<file path="src/hdl/tagged_lifo_stack_top_defines.svh">
// Assertion macros for the tagged LIFO stack.
// Used by tagged_lifo_stack_top; expects i_clk and i_rst_n in scope.
`ifndef TAGGED_LIFO_STACK_TOP_DEFINES_SVH
`define TAGGED_LIFO_STACK_TOP_DEFINES_SVH

// same-cycle implication, disabled while reset is held
`define TLS_ASSERT_NOW(label, ante, cons, msg) \
    label: assert property (@(posedge i_clk) disable iff (!i_rst_n) \
        (ante) |-> (cons)) else $error(msg);

// next-cycle implication, disabled while reset is held
`define TLS_ASSERT_NEXT(label, ante, cons, msg) \
    label: assert property (@(posedge i_clk) disable iff (!i_rst_n) \
        (ante) |=> (cons)) else $error(msg);

`endif

</file>
<file path="src/hdl/tls_pkg.sv">
// Shared types, codes and constants for the tagged LIFO stack.
// No dependencies; imported by tls_tag_unit, tagged_lifo_stack_top and the bench.
package tls_pkg;

    localparam int unsigned NODE_COUNT = 256;
    localparam int unsigned ADDR_W     = $clog2(NODE_COUNT);
    localparam int unsigned NODE_W     = 8;
    localparam int unsigned TAG_W      = 16;
    localparam int unsigned GEN_W      = 64;

    localparam int unsigned XS_SHIFT_A = 12;
    localparam int unsigned XS_SHIFT_B = 25;
    localparam int unsigned XS_SHIFT_C = 27;
    localparam logic [63:0] XS_MULT    = 64'h2545_F491_4F6C_DD1D;

    localparam logic OP_PUSH = 1'b0;
    localparam logic OP_POP  = 1'b1;

    localparam logic [1:0] STAT_OK    = 2'd0;
    localparam logic [1:0] STAT_EMPTY = 2'd1;
    localparam logic [1:0] STAT_NULL  = 2'd2;

    typedef struct packed {
        logic             start;
        logic [GEN_W-1:0] state;
    } t_tag_req;

    typedef struct packed {
        logic             done;
        logic [TAG_W-1:0] tag;
    } t_tag_rsp;

    // xorshift64 state update
    function automatic logic [GEN_W-1:0] xs_step(input logic [GEN_W-1:0] s);
        logic [GEN_W-1:0] t;
        t = s ^ (s >> XS_SHIFT_A);
        t = t ^ (t << XS_SHIFT_B);
        t = t ^ (t >> XS_SHIFT_C);
        return t;
    endfunction

endpackage

</file>
<file path="src/hdl/tls_tag_unit.sv">
// Tag generator: top 16 bits of (state * XS_MULT) mod 2^64.
// One shared 32x32 multiplier over three phases; depends on tls_pkg.
module tls_tag_unit (
    input  logic              i_clk,
    input  logic              i_rst_n,
    input  tls_pkg::t_tag_req i_req,
    output tls_pkg::t_tag_rsp o_rsp
);
    import tls_pkg::*;

    localparam logic [2:0] PH_IDLE = 3'd0;
    localparam logic [2:0] PH_LL   = 3'd1;
    localparam logic [2:0] PH_HL   = 3'd2;
    localparam logic [2:0] PH_LH   = 3'd3;
    localparam logic [2:0] PH_SUM  = 3'd4;

    logic [2:0]  r_phase, n_phase;
    logic [63:0] r_s;
    logic [63:0] r_p0;
    logic [31:0] r_p1, r_p2;
    logic [31:0] w_a, w_b;
    logic [63:0] w_prod;
    logic [31:0] w_hi;

    // operand select for the shared multiplier
    always_comb begin
        w_a = r_s[31:0];
        w_b = XS_MULT[31:0];
        case (r_phase)
            PH_HL: begin
                w_a = r_s[63:32];
            end
            PH_LH: begin
                w_b = XS_MULT[63:32];
            end
            default: begin
                w_a = r_s[31:0];
            end
        endcase
    end

    assign w_prod = {32'd0, w_a} * {32'd0, w_b};

    always_comb begin
        case (r_phase)
            PH_IDLE: n_phase = i_req.start ? PH_LL : PH_IDLE;
            PH_LL:   n_phase = PH_HL;
            PH_HL:   n_phase = PH_LH;
            PH_LH:   n_phase = PH_SUM;
            default: n_phase = PH_IDLE;
        endcase
    end

    always_ff @(posedge i_clk) begin
        if (!i_rst_n) begin
            r_phase <= PH_IDLE;
        end else begin
            r_phase <= n_phase;
        end
    end

    always_ff @(posedge i_clk) begin
        if (r_phase == PH_IDLE && i_req.start) begin
            r_s <= i_req.state;
        end
        case (r_phase)
            PH_LL:   r_p0 <= w_prod;
            PH_HL:   r_p1 <= w_prod[31:0];
            PH_LH:   r_p2 <= w_prod[31:0];
            default: ;
        endcase
    end

    // cross terms only reach bits 63:32; low half carries nothing upward
    assign w_hi       = r_p0[63:32] + r_p1 + r_p2;
    assign o_rsp.done = (r_phase == PH_SUM);
    assign o_rsp.tag  = w_hi[31:16];

endmodule

</file>
<file path="src/hdl/tagged_lifo_stack_top.sv">
// Top level of the tagged LIFO stack: head, generator, link memory, sequencer.
// Depends on tls_pkg, tls_tag_unit and tagged_lifo_stack_top_defines.svh.
//
//  channel   ports                                      handshake
//  --------  -----------------------------------------  ----------------------
//  command   i_operation, i_node                        start & !busy
//  result    o_status, o_popped_node, o_head_node,      o_done, one cycle,
//            o_head_tag                                 cannot be held off
//  config    i_seed_wdata                               i_seed_we
//
// A successful push or pop steps from accept through the tag unit's LL, HL, LH and
// SUM phases to the registered result strobe; busy is high while the sequencer is in
// ST_TAG, and the pop's link read overlaps the multiply. A rejected push or an empty
// pop answers in the next cycle. Reset (synchronous, active low) empties the stack
// and loads the generator with 1; the link memory is not cleared. The result side
// cannot stall; a new command may be taken in the cycle its predecessor's result is
// shown.
module tagged_lifo_stack_top (
    input  logic                       i_clk,
    input  logic                       i_rst_n,
    input  logic                       start,
    output logic                       busy,
    input  logic                       i_operation,
    input  logic [tls_pkg::NODE_W-1:0] i_node,
    input  logic                       i_seed_we,
    input  logic [tls_pkg::GEN_W-1:0]  i_seed_wdata,
    output logic                       o_done,
    output logic [1:0]                 o_status,
    output logic [tls_pkg::NODE_W-1:0] o_popped_node,
    output logic [tls_pkg::NODE_W-1:0] o_head_node,
    output logic [tls_pkg::TAG_W-1:0]  o_head_tag
);
    import tls_pkg::*;

    localparam logic ST_IDLE = 1'b0;
    localparam logic ST_TAG  = 1'b1;

    logic              r_state;
    logic              r_pop_pend;
    logic [NODE_W-1:0] r_top;
    logic [TAG_W-1:0]  r_top_tag;
    logic [GEN_W-1:0]  r_gen;

    // link memory, one write or one read per cycle
    logic [NODE_W-1:0] r_link [NODE_COUNT];
    logic [NODE_W-1:0] r_rdata;

    logic     w_accept;
    logic     w_push_ok;
    logic     w_pop_ok;
    logic     w_reject;
    t_tag_req w_tag_req;
    t_tag_rsp w_tag_rsp;

    logic              r_done;
    logic [1:0]        r_status;
    logic [NODE_W-1:0] r_popped;
    logic [NODE_W-1:0] r_out_head;
    logic [TAG_W-1:0]  r_out_tag;

    assign busy      = (r_state != ST_IDLE);
    assign w_accept  = start && !busy;
    assign w_push_ok = w_accept && (i_operation == OP_PUSH) && (i_node != '0)
                       && (32'(i_node) < NODE_COUNT);
    assign w_pop_ok  = w_accept && (i_operation == OP_POP) && (r_top != '0);
    assign w_reject  = w_accept && !w_push_ok && !w_pop_ok;

    assign w_tag_req.start = w_push_ok || w_pop_ok;
    assign w_tag_req.state = xs_step(r_gen);

    tls_tag_unit u_tag (
        .i_clk   (i_clk),
        .i_rst_n (i_rst_n),
        .i_req   (w_tag_req),
        .o_rsp   (w_tag_rsp)
    );

    // push writes the old head as the node's link; pop reads the head's link
    always_ff @(posedge i_clk) begin
        if (w_push_ok) begin
            r_link[ADDR_W'(i_node)] <= r_top;
        end
        if (w_pop_ok) begin
            r_rdata <= r_link[ADDR_W'(r_top)];
        end
    end

    // sequencer and head state
    always_ff @(posedge i_clk) begin
        if (!i_rst_n) begin
            r_state    <= ST_IDLE;
            r_pop_pend <= 1'b0;
            r_top      <= '0;
            r_top_tag  <= '0;
            r_gen      <= GEN_W'(1);
        end else begin
            case (r_state)
                ST_IDLE: begin
                    if (w_push_ok || w_pop_ok) begin
                        r_state    <= ST_TAG;
                        r_pop_pend <= w_pop_ok;
                        r_gen      <= w_tag_req.state;
                        if (w_push_ok) begin
                            r_top <= i_node;
                        end
                    end
                end
                ST_TAG: begin
                    // link data is in r_rdata in the cycle after the pop's read
                    if (r_pop_pend) begin
                        r_top      <= r_rdata;
                        r_pop_pend <= 1'b0;
                    end
                    if (w_tag_rsp.done) begin
                        r_top_tag <= w_tag_rsp.tag;
                        r_state   <= ST_IDLE;
                    end
                end
                default: begin
                    r_state <= ST_IDLE;
                end
            endcase
            // reseed: empty the stack, load the generator
            if (i_seed_we) begin
                r_gen     <= i_seed_wdata;
                r_top     <= '0;
                r_top_tag <= '0;
            end
        end
    end

    // result strobe
    always_ff @(posedge i_clk) begin
        if (!i_rst_n) begin
            r_done <= 1'b0;
        end else begin
            r_done <= w_reject || (r_state == ST_TAG && w_tag_rsp.done);
        end
    end

    // result payload
    always_ff @(posedge i_clk) begin
        if (w_reject) begin
            r_status   <= (i_operation == OP_POP) ? STAT_EMPTY : STAT_NULL;
            r_popped   <= '0;
            r_out_head <= r_top;
            r_out_tag  <= r_top_tag;
        end else if (w_pop_ok) begin
            r_status <= STAT_OK;
            r_popped <= r_top;
        end else if (w_push_ok) begin
            r_status <= STAT_OK;
            r_popped <= '0;
        end
        if (r_state == ST_TAG && w_tag_rsp.done) begin
            r_out_head <= r_top;
            r_out_tag  <= w_tag_rsp.tag;
        end
    end

    assign o_done        = r_done;
    assign o_status      = r_status;
    assign o_popped_node = r_popped;
    assign o_head_node   = r_out_head;
    assign o_head_tag    = r_out_tag;

`include "tagged_lifo_stack_top_defines.svh"

    `TLS_ASSERT_NEXT(a_ok_goes_busy, w_push_ok || w_pop_ok, busy,
        "successful push or pop did not start the tag sequence")
    `TLS_ASSERT_NOW(a_tag_done_in_seq, w_tag_rsp.done, r_state == ST_TAG,
        "tag unit finished outside the tag sequence")
    `TLS_ASSERT_NEXT(a_reject_answers, w_reject, o_done && !busy,
        "rejected transaction did not answer in the next cycle")
    `TLS_ASSERT_NOW(a_empty_fields, o_done && o_status == STAT_EMPTY,
        o_popped_node == '0 && o_head_node == '0,
        "empty pop reported a node")

endmodule

</file>
<file path="config.mk">
export PLATFORM = sky130hd
export DESIGN_NAME = tagged_lifo_stack_top
export DESIGN_NICKNAME = d
export VERILOG_FILES = /design/src/hdl/tls_pkg.sv /design/src/hdl/tls_tag_unit.sv /design/src/hdl/tagged_lifo_stack_top.sv
export VERILOG_INCLUDE_DIRS = /design/src /design/src/hdl
export SDC_FILE = /design/constraint.sdc
export NUM_CORES = 2
export LEC_CHECK = 0
export BUFFER_PORTS_ARGS = -buffer_cell sky130_fd_sc_hd__buf_2
export CORE_UTILIZATION = 60
export DETAILED_ROUTE_END_ITERATION = 10
export GPL_TIMING_DRIVEN = 1
export PLACE_DENSITY = 0.77
export SETUP_SLACK_MARGIN = 0.2
export SYNTH_ARGS = -nofsm -noshare
export SYNTH_HDL_FRONTEND = slang
export SYNTH_HIERARCHICAL = 1
export SYNTH_SLANG_ARGS = --single-unit
</file>
<file path="constraint.sdc">
create_clock -name i_clk -period 36.2 [get_ports i_clk]
set_clock_uncertainty 0.15 [all_clocks]
set_input_delay 3.62 -clock i_clk [delete_from_list [all_inputs] [get_ports i_clk]]
set_output_delay 3.62 -clock i_clk [all_outputs]
set_load 0.05 [all_outputs]
</file>
==> metrics.yaml <==
hold_buffers: 0
drive_above_1_share: 0.143
area_growth_pct: 8.61
synth-xor-area-share: 0.0190
cts_made_buffers: 222
tns_ns: 0
synth_cells: 7444
gp_congestion: 0.982
rr_worst_depth: 26
synthAdderAreaFrac: 0.147
grt_overflow: 0
cts_resized: 0
cts_tree: "yes"
clockBufferDepth: 3
via_count: 66920
drv_cap: 0
fp.dieArea_um2: 197000
ys_seq_area_frac: 0.594
htree_levels: 4
relSlewSlack: 0.0516
ant_nets: 0
endpoint_kind: "flip-flop"
drv_slew: 0
synth_mux_area_frac: 0.109
layout_commonest_cell: "edfxtp_1"
cts-root-buf: "clkbuf_16"
crit_path_start: "u_tag/r_phase[1]"
post-place-ws_ns: 25.80
ys_ff_latch: 2344
synth-simple-area-share: 0.0452
hp-class: "flip-flop to flip-flop"
min_period_ns: 10.67
vias_per_cell: 6.49
hold_violations: 0
layout_worst_path_cycle_share: 0.295
drc: 0
drtIter0Drc: 8932
ys_types: 98
layout_common_cells: "edfxtp_1, inv_1, fa_1, nor2_1, mux4_2"
core_area_um2: 193000
startpoint_type: "flip-flop"
synth_compound_area_frac: 0.0430
status: "complete, no violations"
fin_area_um2: 127000
regToRegEndpoint: "u_tag/r_p0[60]"
crit_required_ns: 36.59
rrSetupSlack_ns: 25.53
netlist_area_um2: 117000
grt_pass1_vias: 66135
hpwl_um: 209000
place_area_um2: 120000
grt_max_degree: 176
antenna_found_initial: 11
fin_ws_ns: 25.53
synth_area_per_cell_um2: 15.7
worst_pin_slew_ns: 1.41
synth_edf_count: 2242
nets: 8689
std_cell_rows: 161
async_reset_ff_frac: 0
cts.reportedPaths.clkPinSlew_ns: 0.06
finalSetupViolations: 0
wirelength_um: 311000
synth_warnings: 6
grt_usage: 0.317
die_w_um: 443
synthFlopType: "edfxtp_1"
clkLatencyLatePin_ns: 0.90
die-height_um: 443
crit_fanout: 40
post_drt_wl_per_cell_um: 30.2
synth_top_family_by_area: "adder cells"
rsz0062_at_grt: "no"
first_pass_iters: 6
cts.sinks: 2344
cts_setup_buffers: 0
grt_pass1_wl_um: 449000
start_util: 0.605
worstSetupPathType: "flip-flop to flip-flop"
ios: 113
crit-reg2reg-launch: "u_tag/r_phase[1]"
endpoint: "u_tag/r_p0[60]"
max_freq_ghz: 0.0937
io_buffers: 112
crit_arrival_ns: 11.06
==> metrics by stage <==
stage           util  hold slack (ns)  instances
2_1_floorplan      -            0.305       7488
3_3_place_gp   0.621            0.269       9897
3_5_place_dp   0.621            0.277       9897
4_1_cts        0.658            0.292      10304
5_1_grt        0.658            0.309      10306
6_report       0.658            0.290      10312
==> worst min-delay path by stage <==
stage                     startpoint               end  depth (start not counted)
CTS                 o_popped_node[3]  o_popped_node[3]                          2
global placement    o_popped_node[5]  o_popped_node[5]                          2
floorplan           u_tag/r_phase[2]  u_tag/r_phase[1]                          1
global route        o_popped_node[4]  o_popped_node[4]                          2
detailed placement  o_popped_node[7]  o_popped_node[7]                          2
finish              o_popped_node[3]  o_popped_node[3]                          2
==> layer usage <==
metal / global-route usage / vias to the layer above / wire (µm)
met5: 0 / - / 84
met1: 0.456 / 34315 / 121000
met3: 0.0862 / 716 / 37400
met2: 0.468 / 4312 / 140000
met4: 0.114 / 12 / 12300
li1: - / 27565 / -
==> sequential cells by signal (all words and copies together) (netlist names), 3 cells and up <==
register	cells
u_tag/r_p0	32
r_top	8
u_tag/r_s	64
o_head_node	8
u_tag/r_phase	3
r_rdata	8
u_tag/r_p1	32
o_popped_node	8
u_tag/r_p2	32
r_top_tag	16
r_gen	64
o_head_tag	16
r_link	2048
==> cell usage after synthesis, types with 20 or more instances <==
master | instances | area, µm²
a211oi_1 | 26 | 195
a21o_1 | 44 | 330
a21oi_1 | 254 | 1270
a221oi_1 | 22 | 193
a22oi_1 | 72 | 541
a31oi_1 | 23 | 144
and2_1 | 20 | 125
buf_2 | 86 | 430
buf_4 | 29 | 218
buf_6 | 33 | 372
clkbuf_1 | 153 | 574
dfxtp_1 | 102 | 2040
edfxtp_1 | 2242 | 67300
fa_1 | 587 | 11800
ha_1 | 430 | 5380
inv_1 | 835 | 3130
mux2_2 | 53 | 597
mux2i_1 | 174 | 1740
mux4_2 | 457 | 10300
nand2_1 | 282 | 1060
nand3_1 | 48 | 240
nand4_1 | 25 | 156
nor2_1 | 540 | 2030
nor2b_1 | 93 | 582
nor3_1 | 84 | 420
o211ai_1 | 21 | 158
o21ai_0 | 120 | 601
o22ai_1 | 33 | 206
xnor2_1 | 151 | 1320
xor2_1 | 102 | 893
==> critical path, stage by stage (launching register included) <==
cell	delay, ns
dfxtp_1	0.44
nor2b_1	0.29
nor2b_4	0.18
buf_4	0.41
buf_4	0.64
mux2i_1	0.85
inv_1	0.58
nand2_1	0.26
inv_1	0.18
xnor2_1	0.30
ha_1	0.30
nand2b_1	0.15
fa_1	0.42
fa_1	0.52
fa_1	0.61
fa_1	0.43
fa_1	0.45
fa_1	0.51
fa_1	0.41
ha_1	0.40
a21oi_1	0.22
o21ai_0	0.14
a22o_1	0.22
nor4_1	0.37
a211oi_1	0.20
o31a_1	0.36
a311o_1	0.36
==> area by class of cell <==
| class | count | area [µm²] |
|---|---|---|
| Inverter | 843 | 3170 |
| Clock inverter | 137 | 1300 |
| Multi-Input combinational cell | 3970 | 42700 |
| Antenna cell | 8 | 20.0 |
| Tap cell | 2526 | 3160 |
| Fill cell | 12872 | 66100 |
| Timing Repair Buffer | 214 | 1450 |
| Sequential cell | 2344 | 69400 |
| Clock buffer | 270 | 5750 |
==> kinds of logic (layout without fill, tap and decap cells) <==
logic type / Yosys count / after routing
buf+inv: 1174 / 1464
fa+ha+maj: 1017 / 1017
simple gates: 1188 / 1188
compound gates: 774 / 774
flops: 2344 / 2344
other cells: 3 / 55
xor+xnor: 253 / 253
mux: 691 / 691
Power is not shown: default switching activity piles up to over one toggle a cycle in this logic, so the estimate is an artifact.
